### src/page_free_list_allocator_macros.svh
// ----------------------------------------------------------------------------
// page free list allocator assertion macros
// shared helpers for concurrent checks, clocked and reset-qualified
// ----------------------------------------------------------------------------
`ifndef PAGE_FREE_LIST_ALLOCATOR_MACROS_SVH
`define PAGE_FREE_LIST_ALLOCATOR_MACROS_SVH

// condition holds in the same cycle
`define PFLA_ASSERT_SAME(label, clk, rst, ante, cons) \
   label: assert property (@(posedge clk) disable iff (rst) (ante) |-> (cons)) \
      else $error("pfla assertion failed");

// condition holds in the following cycle
`define PFLA_ASSERT_NEXT(label, clk, rst, ante, cons) \
   label: assert property (@(posedge clk) disable iff (rst) (ante) |=> (cons)) \
      else $error("pfla assertion failed");

`endif

### src/pfla_ram.sv
// ----------------------------------------------------------------------------
// pfla_ram
// generic single write port, single read port ram with registered read
// ----------------------------------------------------------------------------
module pfla_ram #(
   parameter  int WIDTH = 8,
   parameter  int DEPTH = 16,
   localparam int AW    = (DEPTH > 1) ? $clog2(DEPTH) : 1
) (
   input  logic             clock,
   input  logic             wr_en,
   input  logic [AW-1:0]    wr_addr,
   input  logic [WIDTH-1:0] wr_data,
   input  logic             rd_en,
   input  logic [AW-1:0]    rd_addr,
   output logic [WIDTH-1:0] rd_data
);

   logic [WIDTH-1:0] mem_ff [DEPTH];
   logic [WIDTH-1:0] rd_data_ff;

   always_ff @(posedge clock) begin
      if (wr_en) begin
         mem_ff[wr_addr] <= wr_data;
      end
      if (rd_en) begin
         rd_data_ff <= mem_ff[rd_addr];
      end
   end

   assign rd_data = rd_data_ff;

endmodule

### config.mk
export PLATFORM = sky130hd
export DESIGN_NAME = pfla_ram
export DESIGN_NICKNAME = d
export VERILOG_FILES = /design/src/page_free_list_allocator_macros.svh /design/src/pfla_ram.sv
export SDC_FILE = /design/constraint.sdc
export NUM_CORES = 1
export LEC_CHECK = 0
export BUFFER_PORTS_ARGS = -buffer_cell sky130_fd_sc_hd__buf_2
export CORE_MARGIN = 5
export CORE_UTILIZATION = 60
export CTS_CLUSTER_DIAMETER = 200
export CTS_CLUSTER_SIZE = 10
export DETAILED_ROUTE_END_ITERATION = 7
export PLACE_DENSITY = 0.79
export SKIP_CTS_REPAIR_TIMING = 1
export SLEW_MARGIN = 10
export SYNTH_ARGS = -nofsm -noshare
export SYNTH_HDL_FRONTEND = slang
export SYNTH_SLANG_ARGS = --single-unit
### constraint.sdc
create_clock -name clock -period 1.8 [get_ports clock]
set_clock_uncertainty 0.05 [all_clocks]
set_input_delay 0.09 -clock clock [delete_from_list [all_inputs] [get_ports clock]]
set_output_delay 0.09 -clock clock [all_outputs]
set_load 0.02 [all_outputs]
Yosys cells after proc, flatten, opt, wreduce, memory -nomap -nowiden
Memory sizes are Yosys's and may differ from the RTL's. A register that Yosys moved wholly into a read port is not among the register bits.
Cells that the tools add are included.
- muxes and demuxes: 2
- operators with widths (kind ; number):
    two-way mux 1 bit ; 2
- input bits: 19
- output and inout bits: 8
- memories kept: 1
- bits in registers: 0
- memory bits (writable): 128
- memories (memory ; words ; bits a word ; rd ports ; clocked after memory_dff ; write ports ; line ; text):
    mem_ff ; 16 ; 8 ; 1 ; 1 ; 1 ; pfla_ram.sv:19 ; logic [WIDTH-1:0] mem_ff [DEPTH];

Logic depth before layout (Yosys ltp)
- word-level depth: 2
- mapped depth: 5
- depth with buffers taken out: 3

Worst setup path after synthesis
Ideal clock, no wire load.
- kind: input to register
- start: input port wr_addr[2]
- end: memory mem_ff[0][0] (enable)
- arrival time: 1.200 ns
- setup time: 0.383 ns
- stages: 2
- path buffers: 0
- setup slack: 0.167 ns
- cells stage by stage: or3b_2 > nor3_1
- RTL lines (item ; line ; text):
    start, declared ; pfla_ram.sv:12 ; input logic [AW-1:0] wr_addr,
    end, declared ; pfla_ram.sv:19 ;
Straight into the memory's write port.

==> summary.md <==
| Metric | Value |
|---|---|
| Status | `finished, final reports clean` |
| CP max stage cell | `mux4_2` |
| Unique cell type count in the Yosys netlist | `18` |
| Clock Latency Late Sink | `around 0.51 ns` |
| YS warnings | `0` |
| CP Depth | `3` |
| Via count | `2600` |
| Area of placed instances | `between 0.005 and 0.006 sq mm` |
| CTS tree | `done` |
| Die Y | `between 100 and 150 um` |
| RePlAce Congestion | `0.761` |
| Row Count | `34` |
| Core ar. | `between 0.008 and 0.009 sq mm` |
| Setup TNS | `0 ns` |
| Root Driver | `clkbuf_8` |
| R2r setup slk | `0.13 ns` |
| Yosys top cell area share | `around 78%` |
| P&R area growth vs syn | `19.4%` |
| # nets final | `315` |
| Largest net degree at the start of global routing | `20` |
| Cell taking the most area after synthesis | `edfxtp_1` |
| GRT Residual Overflow | `0` |
| Setup Viol. Count Final | `0` |
| Worst Path Buf+Inv | `0` |
| Crit-path max FO | `1` |
| Max Fclk | `between 500 and 600 MHz` |
| Initial antenna violation count | `0` |
| Synth top cells by count | `136 x edfxtp_1, 18 x mux4_2, 16 x a22oi_1` |
| Post-synth net total | `between 200 and 250` |
| Syn Area/Cell | `22.8 sq um` |
| Max_slew headroom | `~76%` |
| H-tree Lvls | `4` |
| Maximum vdd drop | `~650 uV` |
| Worst Setup SP | `mem_ff[2][6]` |
| Residual DRC count | `0` |
| First-pass GRT wire length | `~15 mm` |
| Top_reg_cell synth | `edfxtp_1` |
| Max Cap Viol | `0` |
| Gr usage total | `between 20% and 30%` |
| Tcrit/Tclk final | `between 90% and 100%` |
| Post-route cell area | `~0.0062 sq mm` |
| Post-route ant nets | `0` |
| IO Port Bufs | `26` |
| Pwr Density | `1130 mW/mm^2` |
| Yosys reg bits | `about 140` |
| CP max stage delay | `0.48 ns` |
| Routed WL | `10.3 mm` |
| Reg2reg end | `rd_data[6]` |
| RSZ-0062 raised after global routing | `false` |
| Die ar. | `roughly 0.011 sq mm` |
| Reg2reg start | `mem_ff[2][6]` |
| Routed length per instance | `roughly 25 um` |
| Worst R2R Path Depth | `3` |
| DRT Pass-1 Iters | `5` |
| CP Class | `flop to flop` |
| Ports | `27` |
| Worst hold-check path type | `primary input to flop` |
| CP arrival | `1.86 ns` |
| Final number of hold-violating endpoints | `0` |
| Fillers | `471` |
| CP Cell Sequence | `mux4_2 > a22oi_1 > nand2_1` |
| Top delay family on crit path | `multiplexers` |
| Layout cells sized above 1 | `a little under a third` |
| Startpoint types | `flop` |
| Final HPWL DP | `between 5 and 6 mm` |
| Number of global-route vias before repair | `2634` |
| Final Critical Period | `1.67 ns` |
| Worst Path Required | `just under 2 ns` |
| Number of buffers created by CTS | `17` |
| LEAKAGE | `around 2.1 nW` |
| Vias per inst | `between 6 and 7` |
| Crit end category | `flop` |
| Setup crit end | `rd_data[6]` |
| CTS Sinks | `approximately 140` |
| Worst slew pin tran | `approximately 0.36 ns` |
| Clock buffer depth | `2` |
| Largest cells by area after synthesis | `edfxtp_1 78%, mux4_2 7.8%, mux4_1 7.0%, a22oi_1 2.3%, nor2_1 0.93%` |
| Synthesized area | `~0.0052 sq mm` |
| Starting Density | `60.8%` |
| EDFF count, synth | `roughly 140` |
| Post-Syn Instances | `229` |
| Slew Limit Fails | `0` |
| 1st-iter DRT viols | `241` |
| Most common cell in the netlist | `edfxtp_1` |
| Synth async-reset ratio | `0%` |
| Register area share after synthesis | `between 70% and 80%` |
| Clk slew on worst S/H paths | `about 0.060 ns` |
| Die width | `103 um` |
==> layout by cell type (no fill, tap or decap), types with 2 or more instances in the layout <==
cell and n:
edfxtp_1 136, buf_2 26, buf_4 21, mux4_2 18
a22oi_1 16, clkbuf_16 16, mux4_1 14, nor2_1 13
nand2_1 9, dlygate4sd3_1 9, clkinvlp_4 6, nor3_1 4
clkinv_4 3, nand3b_1 2, nand2b_1 2, inv_6 2
buf_12 2
==> sequential cells by signal (all words and copies together) (netlist names) <==
| name | flops |
|---|---|
| mem_ff | 128 |
| rd_data | 8 |
==> worst reg2reg max path: stages (launching register included) <==
cell and delay [ns]:
edfxtp_1 0.40, mux4_2 0.49, a22oi_1 0.32, nand2_1 0.15
==> area by class of cell <==
type / instances / area, sq um / area share [%]
clock buffer: 18 / 418 / 6.69
sequential: 136 / 4080 / 65.4
multi-input combinational: 83 / 1060 / 16.9
timing repair buffer: 58 / 418 / 6.69
antenna: 1 / 2.50 / 0.0401
clock inverter: 14 / 128 / 2.04
tap: 108 / 135 / 2.16
==> routing by layer <==
layer  wire length, um  vias to the layer above  track usage (%)
li1                  -                     1117                -
met1              4000                     1332             28.4
met2              5280                      133             33.0
met3               795                       18             5.97
met4               217                        0             7.57
met5                 0                        -                0
==> logic make-up after synthesis <==
logic type             after synthesis  synth area share, %
AOI/OAI and AO/OA                   16                 2.30
buffers and inverters               10                 1.65
DFF                                136                 78.1
muxes                               32                 14.8
and+or+nand+nor                     35                 3.14
==> where the power goes <==
part,internal [W],switching [W],leakage [nW]
Sequential,0.00357,0.0000216,1.24
Combinational,0.000158,0.000201,0.640
Clock,0.00183,0.00130,0.247
==> worst min-delay path by stage <==
| stage | start | to | slack, ns | cells past startpoint |
|---|---|---|---|---|
| after floorplan | wr_data[0] | mem_ff[0][0] | 0.14 | 0 |
| after global placement | rd_en | rd_data[5] | 0.41 | 1 |
| after detailed placement | rd_en | rd_data[5] | 0.41 | 1 |
| after CTS | rd_en | rd_data[6] | -0.12 | 1 |
| after global routing | wr_addr[0] | mem_ff[8][7] | 0.09 | 3 |
| final | wr_addr[0] | mem_ff[8][3] | 0.09 | 3 |
==> per-stage QoR <==
step / hold slack (ns) / setup slack [ns] / util [%] / instances / total power [W]
floorplan: 0.139 / 0.167 / - / 229 / 0.00385
global placement: 0.411 / 0.0559 / 65.2 / 376 / 0.00398
detailed placement: 0.407 / 0.0351 / 65.2 / 376 / 0.00399
CTS: -0.121 / 0.163 / 71.6 / 408 / 0.00709
global route: 0.0870 / 0.121 / 72.6 / 417 / 0.00732
finish: 0.0912 / 0.130 / 72.6 / 418 / 0.00708
Note: power is estimated with default switching activity, not from simulation.
